==> src/rtl/core/slbm_pkg.sv <==
package slbm_pkg;

	// widths of the streaming payloads, padded to whole bytes
	localparam int unsigned InDataW  = 24;
	localparam int unsigned OutDataW = 24;
	localparam int unsigned CfgIdxW  = 2;
	localparam int unsigned CfgDataW = 6;

	// serial shifter value when empty and control value forced by a reset write
	localparam logic [4:0] ShiftEmpty = 5'b10000;
	localparam logic [4:0] CtrlReset  = 5'b01100;

	// last serial bit before the collected value is loaded
	localparam logic [2:0] LastBitIdx = 3'd4;

	// reset values that follow from the register defaults
	localparam logic [3:0] LastPrgReset = 4'd1;
	localparam logic [4:0] ChrHiReset   = 5'd1;
	localparam logic [1:0] MirrorReset  = 2'd0;

	// one result item
	typedef struct packed {
		logic [4:0] chr_high_bank;
		logic [4:0] chr_low_bank;
		logic [3:0] prg_high_bank;
		logic [3:0] prg_low_bank;
		logic [1:0] mirror_mode;
	} result_t;

endpackage

==> src/rtl/core/serial_load_bank_mapper.sv <==
// a result is registered into the result queue when its write transfer is taken
// throughput: one write per cycle while the result queue has space; its two
//   entries let input go on for up to two writes while the output side stalls
// reset (arst_n low): shifter empty, control 01100, banks low 0 / high 1,
//   chr high bank 1, mirroring 0, last prg bank 1
module serial_load_bank_mapper
	import slbm_pkg::*;
(
	input  logic                clk,
	input  logic                arst_n,
	input  logic                s_tvalid,
	output logic                s_tready,
	input  logic [InDataW-1:0]  s_tdata,  // addr[15:0], data[23:16]
	output logic                m_tvalid,
	input  logic                m_tready,
	// mirror_mode[1:0], prg_low_bank[5:2], prg_high_bank[9:6],
	// chr_low_bank[14:10], chr_high_bank[19:15], zero[23:20]
	output logic [OutDataW-1:0] m_tdata,
	input  logic                cfg_we,
	input  logic [CfgIdxW-1:0]  cfg_addr,
	input  logic [CfgDataW-1:0] cfg_data
);

	logic    fire;
	logic    space;
	result_t res;
	result_t head;

	assign s_tready = space;
	assign fire     = s_tvalid && space;

	// register state and next-result logic
	slbm_core u_core (
		.clk      (clk),
		.arst_n   (arst_n),
		.fire     (fire),
		.addr     (s_tdata[15:0]),
		.data     (s_tdata[23:16]),
		.cfg_we   (cfg_we),
		.cfg_addr (cfg_addr),
		.cfg_data (cfg_data),
		.res      (res)
	);

	// result queue towards the output side
	slbm_obuf u_obuf (
		.clk      (clk),
		.arst_n   (arst_n),
		.push     (fire),
		.push_res (res),
		.space    (space),
		.avail    (m_tvalid),
		.take     (m_tready),
		.head     (head)
	);

	assign m_tdata = {{(OutDataW - $bits(result_t)){1'b0}}, head};

endmodule

==> src/rtl/core/slbm_core.sv <==
module slbm_core
	import slbm_pkg::*;
(
	input  logic                clk,
	input  logic                arst_n,
	input  logic                fire,
	input  logic [15:0]         addr,
	input  logic [7:0]          data,
	input  logic                cfg_we,
	input  logic [CfgIdxW-1:0]  cfg_addr,
	input  logic [CfgDataW-1:0] cfg_data,
	output result_t             res
);

	// register indexes of the configuration port
	typedef enum logic [CfgIdxW-1:0] {
		CFG_PRG_COUNT = 2'd0,
		CFG_CHR_COUNT = 2'd1,
		CFG_MIRROR    = 2'd2,
		CFG_SPARE     = 2'd3
	} cfg_idx_t;

	// load target picked by address bits 14:13; control when address bit 15 is clear
	typedef enum logic [1:0] {
		TGT_CTRL = 2'd0,
		TGT_CHR0 = 2'd1,
		TGT_CHR1 = 2'd2,
		TGT_PRG  = 2'd3
	} target_t;

	// prg banking modes from control bits 3:2
	typedef enum logic [1:0] {
		PRG_32K_A   = 2'd0,
		PRG_32K_B   = 2'd1,
		PRG_FIX_LOW = 2'd2,
		PRG_FIX_HI  = 2'd3
	} prg_mode_t;

	logic [4:0] shifter_q;
	logic [2:0] bit_cnt_q;
	logic [4:0] ctrl_q;
	logic [4:0] chr0_q;
	logic [3:0] prg_lo_q;
	logic [3:0] prg_hi_q;
	logic [4:0] chr_hi_q;
	logic [1:0] mirror_q;
	logic [3:0] last_prg_q;

	logic [4:0] shifter_n;
	logic [2:0] bit_cnt_n;
	logic [4:0] ctrl_n;
	logic [4:0] chr0_n;
	logic [3:0] prg_lo_n;
	logic [3:0] prg_hi_n;
	logic [4:0] chr_hi_n;
	logic [1:0] mirror_n;

	logic [4:0] shifted;
	logic [3:0] last_prg_cfg;
	target_t    target;
	prg_mode_t  prg_mode;
	cfg_idx_t   cfg_idx;

	assign shifted      = {data[0], shifter_q[4:1]};
	assign target       = addr[15] ? target_t'(addr[14:13]) : TGT_CTRL;
	assign prg_mode     = prg_mode_t'(ctrl_q[3:2]);
	assign cfg_idx      = cfg_idx_t'(cfg_addr);
	assign last_prg_cfg = cfg_data[3:0] - 4'd1;

	// next state for one transfer
	always_comb begin
		shifter_n = shifted;
		bit_cnt_n = bit_cnt_q + 3'd1;
		ctrl_n    = ctrl_q;
		chr0_n    = chr0_q;
		prg_lo_n  = prg_lo_q;
		prg_hi_n  = prg_hi_q;
		chr_hi_n  = chr_hi_q;
		mirror_n  = mirror_q;
		if (data[7]) begin
			shifter_n = ShiftEmpty;
			bit_cnt_n = '0;
			ctrl_n    = CtrlReset;
		end else if (bit_cnt_q == LastBitIdx) begin
			shifter_n = ShiftEmpty;
			bit_cnt_n = '0;
			unique case (target)
				TGT_CTRL: begin
					ctrl_n   = shifted;
					mirror_n = shifted[1:0];
				end
				TGT_CHR0: begin
					chr0_n = shifted;
				end
				TGT_CHR1: begin
					if (ctrl_q[4]) begin
						chr_hi_n = shifted;
					end
				end
				TGT_PRG: begin
					unique case (prg_mode)
						PRG_32K_A, PRG_32K_B: begin
							prg_lo_n = {shifted[3:1], 1'b0};
							prg_hi_n = {shifted[3:1], 1'b1};
						end
						PRG_FIX_LOW: begin
							prg_lo_n = '0;
							prg_hi_n = shifted[3:0];
						end
						PRG_FIX_HI: begin
							prg_lo_n = shifted[3:0];
							prg_hi_n = last_prg_q;
						end
						default: begin
							prg_lo_n = prg_lo_q;
							prg_hi_n = prg_hi_q;
						end
					endcase
				end
				default: begin
					ctrl_n = ctrl_q;
				end
			endcase
		end
	end

	// result seen after this transfer
	always_comb begin
		res.mirror_mode   = mirror_n;
		res.prg_low_bank  = prg_lo_n;
		res.prg_high_bank = prg_hi_n;
		res.chr_low_bank  = chr0_n;
		res.chr_high_bank = chr_hi_n;
	end

	// mapper state and configuration reloads
	always_ff @(posedge clk or negedge arst_n) begin
		if (!arst_n) begin
			shifter_q  <= ShiftEmpty;
			bit_cnt_q  <= '0;
			ctrl_q     <= CtrlReset;
			chr0_q     <= '0;
			prg_lo_q   <= '0;
			prg_hi_q   <= LastPrgReset;
			chr_hi_q   <= ChrHiReset;
			mirror_q   <= MirrorReset;
			last_prg_q <= LastPrgReset;
		end else if (cfg_we) begin
			unique case (cfg_idx)
				CFG_PRG_COUNT: begin
					last_prg_q <= last_prg_cfg;
					prg_hi_q   <= last_prg_cfg;
				end
				CFG_CHR_COUNT: begin
					chr_hi_q <= (cfg_data == 6'd1) ? 5'd0 : 5'd1;
				end
				CFG_MIRROR: begin
					mirror_q <= cfg_data[1:0];
				end
				default: begin
					mirror_q <= mirror_q;
				end
			endcase
		end else if (fire) begin
			shifter_q <= shifter_n;
			bit_cnt_q <= bit_cnt_n;
			ctrl_q    <= ctrl_n;
			chr0_q    <= chr0_n;
			prg_lo_q  <= prg_lo_n;
			prg_hi_q  <= prg_hi_n;
			chr_hi_q  <= chr_hi_n;
			mirror_q  <= mirror_n;
		end
	end

	// counter never passes the last serial bit
	a_cnt_range: assert property (@(posedge clk) disable iff (!arst_n)
		bit_cnt_q <= LastBitIdx)
		else $error("serial bit counter out of range");

	// a reset write empties the shifter
	a_reset_write: assert property (@(posedge clk) disable iff (!arst_n)
		fire && !cfg_we && data[7] |=> (bit_cnt_q == 3'd0) && (shifter_q == ShiftEmpty))
		else $error("reset write did not empty the shifter");

	// shifter empty whenever the counter is at zero
	a_shift_mark: assert property (@(posedge clk) disable iff (!arst_n)
		(bit_cnt_q == 3'd0) |-> (shifter_q == ShiftEmpty))
		else $error("shifter not empty at count zero");

endmodule

==> src/rtl/core/slbm_obuf.sv <==
module slbm_obuf
	import slbm_pkg::*;
(
	input  logic    clk,
	input  logic    arst_n,
	input  logic    push,
	input  result_t push_res,
	output logic    space,
	output logic    avail,
	input  logic    take,
	output result_t head
);

	result_t    head_q;
	result_t    tail_q;
	logic [1:0] cnt_q;
	logic       pop;

	assign space = (cnt_q != 2'd2);
	assign avail = (cnt_q != 2'd0);
	assign head  = head_q;
	assign pop   = avail && take;

	// two-entry result queue, head drives the output
	always_ff @(posedge clk or negedge arst_n) begin
		if (!arst_n) begin
			cnt_q <= '0;
		end else begin
			priority if (push && pop) begin
				cnt_q <= cnt_q;
			end else if (push) begin
				cnt_q <= cnt_q + 2'd1;
			end else if (pop) begin
				cnt_q <= cnt_q - 2'd1;
			end
		end
	end

	always_ff @(posedge clk) begin
		priority if (push && pop) begin
			if (cnt_q == 2'd1) begin
				head_q <= push_res;
			end else begin
				head_q <= tail_q;
				tail_q <= push_res;
			end
		end else if (push) begin
			if (cnt_q == 2'd0) begin
				head_q <= push_res;
			end else begin
				tail_q <= push_res;
			end
		end else if (pop) begin
			head_q <= tail_q;
		end
	end

	// never pushed while full
	a_no_overflow: assert property (@(posedge clk) disable iff (!arst_n)
		push |-> (cnt_q != 2'd2))
		else $error("result queue overflow");

	// occupancy stays within two entries
	a_cnt_range: assert property (@(posedge clk) disable iff (!arst_n)
		cnt_q != 2'd3)
		else $error("result queue count out of range");

	// a push into an empty queue shows up at the head next cycle
	a_push_empty: assert property (@(posedge clk) disable iff (!arst_n)
		push && (cnt_q == 2'd0) |=> avail && (head_q == $past(push_res)))
		else $error("result lost on push into empty queue");

endmodule

==> config.mk <==
export PLATFORM = sky130hd
export DESIGN_NAME = serial_load_bank_mapper
export DESIGN_NICKNAME = d
export VERILOG_FILES = /design/src/rtl/core/slbm_pkg.sv /design/src/rtl/core/serial_load_bank_mapper.sv /design/src/rtl/core/slbm_core.sv /design/src/rtl/core/slbm_obuf.sv
export SDC_FILE = /design/constraint.sdc
export NUM_CORES = 1
export LEC_CHECK = 0
export BUFFER_PORTS_ARGS = -buffer_cell sky130_fd_sc_hd__buf_2
export CORE_MARGIN = 8
export CORE_UTILIZATION = 35
export DETAILED_ROUTE_END_ITERATION = 10
export GPL_TIMING_DRIVEN = 1
export PLACE_DENSITY = 0.51
export REMOVE_ABC_BUFFERS = 1
export SYNTH_ARGS = -nofsm -noshare
export SYNTH_HDL_FRONTEND = slang
export SYNTH_HIERARCHICAL = 1
export SYNTH_SLANG_ARGS = --single-unit
==> constraint.sdc <==
create_clock -name clk -period 7.64 [get_ports clk]
set_input_delay 0.382 -clock clk [delete_from_list [all_inputs] [get_ports clk]]
set_output_delay 0.382 -clock clk [all_outputs]
set_load 0.03 [all_outputs]
# ---- Yosys cells after proc, flatten, opt, wreduce, memory -nomap -nowiden
# Index checks and enable logic that the tools add are counted.
dict set report word_totals {
  ff_bits 79
  input_bits 37
  word_cells 115
}
dict set report op_classes {
  n_addsub 4
  eq_ne 18
  n_mux 47
  n_bitwise 2
  reduce_logical 24
}
# cell n
set op_table {}
lappend op_table {{two-way mux 20 bit} 9}
lappend op_table {{two-way mux 5 bit} 15}
lappend op_table {{two-way mux 4 bit} 9}
lappend op_table {{case mux 4 bit (3 select lines)} 2}
lappend op_table {{two-way mux 2 bit} 9}
lappend op_table {{AND reduction 2 bit} 7}
lappend op_table {{nonzero test 2 bit} 6}
lappend op_table {{== test 2 bit (second input constant)} 5}
lappend op_table {{== test 2 x 1 -> 1 bit (second input constant)} 4}
lappend op_table {{zero test 2 bit} 4}
lappend op_table {{inequality test 2 x 1 -> 1 bit (second input constant)} 4}
lappend op_table {{== test 6 x 1 -> 1 bit (second input constant)} 1}
lappend op_table {{two-way mux 3 bit} 2}
lappend op_table {{inequality test 2 bit (second input constant)} 2}
lappend op_table {{AND reduction 4 bit} 1}
lappend op_table {{subtractor 4 x 1 -> 4 bit (second input constant)} 1}
lappend op_table {{adder 3 x 1 -> 3 bit (second input constant)} 1}
lappend op_table {{== test 3 bit (second input constant)} 1}
lappend op_table {{logical AND 1 bit} 3}
lappend op_table {{inequality test 3 bit (second input constant)} 1}
lappend op_table {{AND reduction 3 bit} 1}
lappend op_table {{nonzero test 3 bit} 1}
lappend op_table {{adder 2 x 1 -> 2 bit (second input constant)} 1}
lappend op_table {{NOT 1 bit} 2}
lappend op_table {{other kinds (3)} 3}

# ---- Depth between registers and ports, before layout
# Gate-level depths: netlist of the first run.
dict set report logic_depth {
  ltp_word 9
  depth_mapped 9
  mapped_depth_nobuf 8
}

# ---- Cells and area by module
# Netlist of the first run, hierarchy kept.
# mod n_inst cells_per_inst area_each_um2 seq_area_each_um2
set modules_own_cells {}
lappend modules_own_cells {slbm_core 1 192 1934.4 858.3}
lappend modules_own_cells {slbm_obuf 1 80 1631.6 1251.2}
lappend modules_own_cells {serial_load_bank_mapper 1 6 40.0 0.0}

# ---- Worst setup path before layout of the first run
# OpenSTA, ideal clock, no wires.
dict set report synth_path {
  path_type {reg2reg}
  from {reg u_obuf.cnt_q[0]}
  to {reg u_obuf/tail_q[0] (netlist bit) (enable)}
  setup_ps 406
  arrival_ps 2480
  required_time_ps 7234
  path_slack_ps 4754
  stages_incl_launch_ff 7
  path_buffers 0
  synth_period_minus_slack_ps 2886
  path_cell_list {dfrtp_1 inv_1 ha_1 inv_1 and2_1 ha_1 mux2i_1}
}
dict set report synth_between {
  elab_chain_len 5
}
# element line_no
set synth_lines {}
lappend synth_lines {{start: declaration} slbm_obuf.sv:16} ;# logic [1:0] cnt_q;
lappend synth_lines {{start signal: assignment} slbm_obuf.sv:30} ;# cnt_q <= cnt_q;
lappend synth_lines {{start signal: assignment} slbm_obuf.sv:32} ;# cnt_q <= cnt_q + 2'd1;
lappend synth_lines {{start signal: assignment} slbm_obuf.sv:34} ;# cnt_q <= cnt_q - 2'd1;
lappend synth_lines {{inequality test 2 bit *} slbm_obuf.sv:19} ;# assign space = (cnt_q != 2'd2);
lappend synth_lines {{via s_tready} serial_load_bank_mapper.sv:12} ;# output logic s_tready,
lappend synth_lines {{logical AND 1 bit *} serial_load_bank_mapper.sv:30} ;# assign fire = s_tvalid && space;
lappend synth_lines {{via fire} serial_load_bank_mapper.sv:24} ;# logic fire;
lappend synth_lines {{logical AND 1 bit} slbm_obuf.sv:40} ;# priority if (push && pop) begin
lappend synth_lines {{inequality test 2 bit (no source line), or another cell as far along} n/a}
lappend synth_lines {{AND reduction 3 bit (no source line) *} n/a}
lappend synth_lines {{end signal: assignment} slbm_obuf.sv:45} ;# tail_q <= push_res;
lappend synth_lines {{end signal: assignment} slbm_obuf.sv:51} ;# tail_q <= push_res;
lappend synth_lines {{end: declaration} slbm_obuf.sv:15} ;# result_t tail_q;
# Mark *: on every way through the listed nets, which the timed path passes. The rest lies on a longest branch.
# A chain may end at the register's enable or synchronous reset.

# ---- Worst setup path after layout of the first run
dict set report layout_path {
  from {reg u_obuf.cnt_q[0]}
  to {reg u_obuf.head_q (netlist bit u_obuf/head[19]) (data pin)}
}
dict set report layout_between {
  elab_chain_len 4
}
# element line_no
set layout_lines {}
lappend layout_lines {{inequality test 2 bit *} slbm_obuf.sv:19}
lappend layout_lines {{logical AND 1 bit *} serial_load_bank_mapper.sv:30}
lappend layout_lines {{via fire} serial_load_bank_mapper.sv:24}
lappend layout_lines {{two-way mux 20 bit / logical AND 1 bit (equally long branches)} {slbm_obuf.sv:47, slbm_obuf.sv:40}}
lappend layout_lines {{two-way mux 20 bit *} slbm_obuf.sv:40}
lappend layout_lines {{end signal: assignment} slbm_obuf.sv:42} ;# head_q <= push_res;
lappend layout_lines {{end signal: assignment} slbm_obuf.sv:44} ;# head_q <= tail_q;
lappend layout_lines {{end signal: assignment} slbm_obuf.sv:49} ;# head_q <= push_res;
lappend layout_lines {{end: declaration} slbm_obuf.sv:14} ;# result_t head_q;
# Marks and branches as above.

==> impl_results.md, run 1 <==
- Slew Limit Fails: 0
- Worst Hold Class: input pin to asynchronous set/reset pin
- Initial antenna violation count: 0
- Gate power share: 31.7%
- Post-CTS Resized: 0
- Cts bufs inserted: 9
- Initial drt markers: 108
- Via count: 2,180
- Routed met1 length: 3.741 mm
- Syn avg cell area: 12.97 um^2
- Status: finished clean
- Synthesis Warnings: 6
- VDD IR max: 175.3 uV
- IO buf count: 39
- Synth area leader: edfxtp_1
- Final Non-Filler Cells: 457
- CP peak stage delay: 770 ps
- CTS H-tree lvls: 3
- Die H: 117.5 um
- Worst-Margin Slew: 890.0 ps
- R2r endpoint: u_obuf/head[19]$_DFFE_PP_
- Clock Pin Slew Worst Setup and Hold Paths: 80 ps
- Clock tree sinks: 76
- Layout cell share with drive strength beyond 1: 32.71%
- Slowest cell on the critical path: mux2i_4
- Clock network power share: 23.7%
- Cell-internal power: 1.028 mW
- WP data arrival: 2960 ps
- Reg2Reg Launch Point: u_obuf/cnt_q[0]$_DFFE_PN0P_
- Post-CTS setup buffer count: 0
- Initial Utilization: 35.41%
- Mapped Cells: 278
- Hpwl dp: 4.916 mm
- Placed cells: 441
- Reg2Reg Depth: 7
- Top sig layer: met4
- Nets: 361
- Post-route setup TNS: 0 ps
- Met3 wire len: 274 um
- Final setup viols: 0
- First-pass GRT wire length: 12.34 mm
- Sw Ratio: 33.62%
- Gpl congestion: 0.7221
- Wirelength per Cell: 16.00 um
- Reg2Reg Setup Slack: 4770 ps
- Worst slew margin: 39.40%
- Worst-case clock skew: 6.155 ps
- Routed WL: 7.312 mm
- Via/cell ratio: 4.770
- Setup CP Type: flip-flop to flip-flop
- Tot GR Track Use: 11.22%
- Fmax: 348.5 MHz
- Area grow syn2layout: 15.41%
- Vias in the first global route: 2,311
- Register area share after synthesis: 58.50%
- Met2 Routed Length: 3.202 mm
- Top_reg_cell synth: edfxtp_1
- Post-Syn Area: 3606 um^2
- Row count: 37
- Lkg Pwr: 1.732 nW
- CP cell instances: inv_1, ha_1, inv_1, and2_1, ha_1, mux2i_4, mux2_2
- CP max FO: 20
- PwrDens: 372.1 nW/um^2
- Core Area: 10,180 um^2
- Final Hold Viols: 0
- Post-synth ARST share: 47.37%
- Top cells by area, synth: edfxtp_1 33%, dfrtp_1 21%, mux2_2 11%
- Synth cell types: 50
- Critical path startpoint category: flip-flop
- RSZ-0062 raised after global routing: no
- Top cells by count, synth: 40 x edfxtp_1, 34 x mux2_2, 30 x dfrtp_1, 28 x nand2_1, 14 x o21ai_0
- Largest net degree at the start of global routing: 37
- Clk_lat worst skew: 340 ps
- Post-synth EDFFs: 40
- # IOs: 63
- Most numerous cell in the Yosys netlist: edfxtp_1
- Post-CTS Hold Fix Bufs: 0
- Ant diodes: 0
- Area share of the largest cell type after synthesis: 33.31%
- Pre-antenna DRT Iters: 4
- Clock Tree Root: clkbuf_8
- Die Area: 13,810 um^2
- Post-route ant nets: 0
- Worst path required time: 7730 ps
- Minimum clock period: 2869 ps
- Switching power total: 520.6 uW
- GRT Residual Overflow: 0
- Fin crit share: 37.56%
- Sequential share of power: 44.6%
- CTS Buffer Depth: 2
- Number of max-cap violations: 0
- Tot Pwr: 1.549 mW
- DRC Markers: 0
- #FFs+latches synth: 76
- CTS tree: done
- Die W: 117.5 um
- Crit. End Element: flip-flop
## cell type report
type | count | area, um^2
Clock inverter | 5 | 98.84
Multi-Input combinational cell | 178 | 1398
Clock buffer | 11 | 141.4
Tap cell | 136 | 170.2
Fill cell | 1003 | 6023
Sequential cell | 76 | 2110
Inverter | 11 | 41.29
Timing Repair Buffer | 40 | 202.7
## sequential cells by signal, summed over array words and instances (netlist names)
name and cells:
u_core/shifter_q 4, u_core/last_prg_q 4, u_core/bit_cnt_q 3, u_core/mirror_q 2, u_core/chr0_q 5, u_obuf/head 20
u_core/prg_lo_q 4, u_obuf/tail_q 20, u_obuf/cnt_q 2, u_core/prg_hi_q 4, u_core/chr_hi_q 5, u_core/ctrl_q 3
## cells by family (layout without fill, tap and decap cells)
family | Yosys count | in the layout | share of synthesized area [%]
flops | 76 | 76 | 58.50
simple gates | 73 | 73 | 11.14
mux | 47 | 47 | 14.68
compound gates | 42 | 42 | 8.084
buf+inv | 27 | 67 | 3.747
fa+ha+maj | 8 | 8 | 2.776
xor+xnor | 4 | 4 | 0.9717
other cells | 1 | 4 | 0.1040
## metal layers
| metal | vias up | track usage, % |
|---|---|---|
| met5 | - | 0 |
| met4 | 0 | 3.843 |
| met3 | 6 | 3.070 |
| met2 | 48 | 16.51 |
| met1 | 1053 | 15.49 |
| li1 | 1073 | - |
## critical path, delay by kind of cell, from the launching register on
family                   cells  cell delay [ps]
multiplexers                 2             1180
adder cells (fa/ha/maj)      2              550
flip-flops                   1              390
AND/OR/NAND/NOR              1              340
buffers and inverters        2              140
## power groups by stage
stage	combinational [mW]	sequential (mW)	clock, mW
detailed placement	0.502	0.700	0
CTS	0.504	0.692	0.378
finish	0.491	0.691	0.367
global route	0.542	0.710	0.397
global placement	0.494	0.695	0
floorplan	0.271	0.768	0
## cell usage in the layout (no fill, tap or decap), drive strengths merged, types with 3 or more instances in the layout
master and count:
a21o 4, a221o 3, a22o 4, a31oi 4
and2 5, buf 40, bufinv 3, clkbuf 11
conb 4, dfrtp 30, dfstp 6, edfxtp 40
ha 8, inv 11, mux2 41, mux2i 6
nand2 28, nand2b 4, nand3 4, nand3b 3
nor2 12, nor2b 3, nor3 4, o21ai 15
o22a 5, xor2 3
## worst max-delay path by stage
| stage | startpoint | end | slack (ps) | depth (start not counted) |
|---|---|---|---|---|
| floorplan | u_obuf/cnt_q[0]$_DFFE_PN0P_ | u_obuf/head[0]$_DFFE_PP_ | 4500 | 7 |
| global placement | u_obuf/cnt_q[0]$_DFFE_PN0P_ | u_obuf/head[2]$_DFFE_PP_ | 4780 | 7 |
| detailed placement | u_obuf/cnt_q[0]$_DFFE_PN0P_ | u_obuf/head[6]$_DFFE_PP_ | 4750 | 7 |
| CTS | u_obuf/cnt_q[0]$_DFFE_PN0P_ | u_obuf/head[6]$_DFFE_PP_ | 4710 | 7 |
| global route | u_obuf/cnt_q[0]$_DFFE_PN0P_ | u_obuf/head[15]$_DFFE_PP_ | 4520 | 7 |
| finish | u_obuf/cnt_q[0]$_DFFE_PN0P_ | u_obuf/head[19]$_DFFE_PP_ | 4770 | 7 |
## metrics by stage
step	utilization (%)	setup slack, ps	area, um^2	hold WS [ps]
5_1_grt	40.86	4522	4161	219.3
6_report	40.86	4771	4161	157.5
3_5_place_dp	38.50	4748	3921	467.0
2_1_floorplan	-	4496	3523	86.41
4_1_cts	40.86	4714	4161	180.5
3_3_place_gp	38.50	4781	3921	462.1
No activity file was read; power rests on OpenSTA's default activity.
==> inputs of run 2 (changes only) <==
==> constraint.sdc (replaced) <==
create_clock -name clk -period 2.95 [get_ports clk]
set_input_delay 0.1475 -clock clk [delete_from_list [all_inputs] [get_ports clk]]
set_output_delay 0.1475 -clock clk [all_outputs]
set_load 0.03 [all_outputs]
==> run 2 against run 1 <==
Compared with the run above: die area stayed put; cell area is 0.99% lower; clock skew is 6.6 ps higher; critical path type unchanged.
==> impl_results.md, run 2 (synthesis gave the netlist of run 1 again) <==
- Final Hold Viols: 0
- Clk_lat worst skew: 340 ps
- Worst path required time: 3040 ps
- Crit. End Element: flip-flop
- Minimum clock period: 2458 ps
- RSZ-0062 raised after global routing: no
- Critical path startpoint category: flip-flop
- Largest net degree at the start of global routing: 37
- Most common cell after layout, fill and taps aside: edfxtp_1
- Final setup viols: 0
- WP data arrival: 2540 ps
- CP max FO: 12
- Cts bufs inserted: 9
- Commonest cells after routing, fill and taps aside: 40 x edfxtp_1, 39 x buf_2, 34 x mux2_2
- Vias in the first global route: 2,372
- Tot Pwr: 3.767 mW
- Hpwl dp: 5.171 mm
- Initial antenna violation count: 0
- Critical hold path startpoint: s_tdata[16]
- Initial Utilization: 35.41%
- Slew Limit Fails: 0
- Reg2Reg Launch Point: u_obuf/cnt_q[0]$_DFFE_PN0P_
- PwrDens: 914.3 nW/um^2
- CTS Buffer Depth: 2
- Wirelength per Cell: 15.77 um
- Area grow syn2layout: 14.26%
- Filler Cell Count: 1,002
- Ant diodes: 0
- Post-place setup slack: 464.6 ps
- Post-route ant nets: 0
- CTS H-tree lvls: 3
- Worst slew margin: 42.64%
- Clock tree sinks: 76
- Initial drt markers: 101
- Die W: 117.5 um
- Via/cell ratio: 4.797
- R2r endpoint: u_obuf/head[16]$_DFFE_PP_
- CTS tree: done
- Setup crit end: u_obuf/head[16]$_DFFE_PP_
- First-pass GRT wire length: 12.22 mm
- Setup slack after layout: 491.7 ps
- Worst Hold Class: input pin to flip-flop
- Routed WL: 7.318 mm
- Clock Tree Root: clkbuf_8
- Fin crit share: 83.33%
- Status: finished clean
- Number of max-cap violations: 0
- Setup CP Type: flip-flop to flip-flop
- Nets: 368
- Die H: 117.5 um
- Reg2Reg Setup Slack: 490 ps
- Pre-antenna DRT Iters: 4
- CP startpoint: u_obuf/cnt_q[0]$_DFFE_PN0P_
- Core Area: 10,180 um^2
- Final Hold Slack: 92.94 ps
- Die Area: 13,810 um^2
- IO buf count: 39
- Gpl congestion: 0.7550
- DRC Markers: 0
- WHS Path Cells: 3
- Lkg Pwr: 1.724 nW
- Tot GR Track Use: 10.99%
- Fmax: 406.8 MHz
- Layout cell share with drive strength beyond 1: 33.84%
- Post-CTS Resized: 0
- VDD IR max: 379.8 uV
- Worst-case clock skew: 12.72 ps
- # IOs: 63
- Reg2Reg Depth: 8
- Via count: 2,226
- Worst-Margin Slew: 860.5 ps
- Clock Pin Slew Worst Setup and Hold Paths: 80 ps
- GRT Residual Overflow: 0
- Row count: 37
==> run 2: cell types whose count changed in the layout (fill, tap and decap cells not counted), moves of 2 or more <==
cell	before	now
buf_4	1	7
bufinv_16	3	0
clkinv_2	1	3
clkinvlp_4	0	2
mux2i_2	0	2
mux2i_4	2	0
==> run 2: worst min-delay path by stage <==
stage | end | slack, ps
floorplan | u_core/bit_cnt_q[0]$_DFFE_PN0P_ | -150
global placement | u_core/last_prg_q[1]$_DFFE_PN0P_ | 320
detailed placement | u_core/prg_hi_q[1]$_DFFE_PN0P_ | 310
CTS | u_core/chr0_q[4]$_DFFE_PN0P_ | 90
global route | u_core/chr0_q[4]$_DFFE_PN0P_ | 70
finish | u_core/chr_hi_q[4]$_DFFE_PN0P_ | 90
==> run 2: power breakdown <==
group          total, mW  internal [mW]  switching, mW
Sequential          1.78           1.59          0.185
Clock              0.682          0.302          0.381
Combinational       1.31          0.513          0.795
==> run 2: routing by layer <==
layer  GRT usage (%)  vias up  wire (um)
met5               0        -          0
met4           4.083        0         86
met3           3.213        6        259
met2           17.08       43       3267
met1           14.17     1090       3704
li1                -     1087          -
==> run 2: through the flow <==
step	util, %	cells	setup TNS [ps]	cell area [um^2]
after floorplan	-	265	-3883	3523
after global placement	38.77	447	0	3949
after detailed placement	38.77	447	0	3949
after CTS	40.45	464	0	4120
after global routing	40.45	464	0	4120
final	40.45	464	0	4120
==> run 2: area by class of cell <==
cell class,count,area [um^2],share of cell area (%)
multi-input combinational,178,1380,33.50
clock inverter,5,30.03,0.7288
tap,136,170.2,4.130
sequential,76,2110,51.20
timing repair buffer,47,257.7,6.256
inverter,11,41.29,1.002
clock buffer,11,131.4,3.189
==> run 2: worst max-delay path: stages (launching register included) <==
cell and delay [ps]:
dfrtp_1 400, inv_1 70, ha_1 190, inv_1 60
and2_1 320, ha_1 300, mux2i_2 260, buf_4 250
mux2_2 350
==> run 2: what timing repair did <==
| action | in CTS | in global routing |
|---|---|---|
| hold endpoints to repair | 30 | 0 |
| setup buffers | 0 | 0 |
| hold buffers | 1 | 0 |
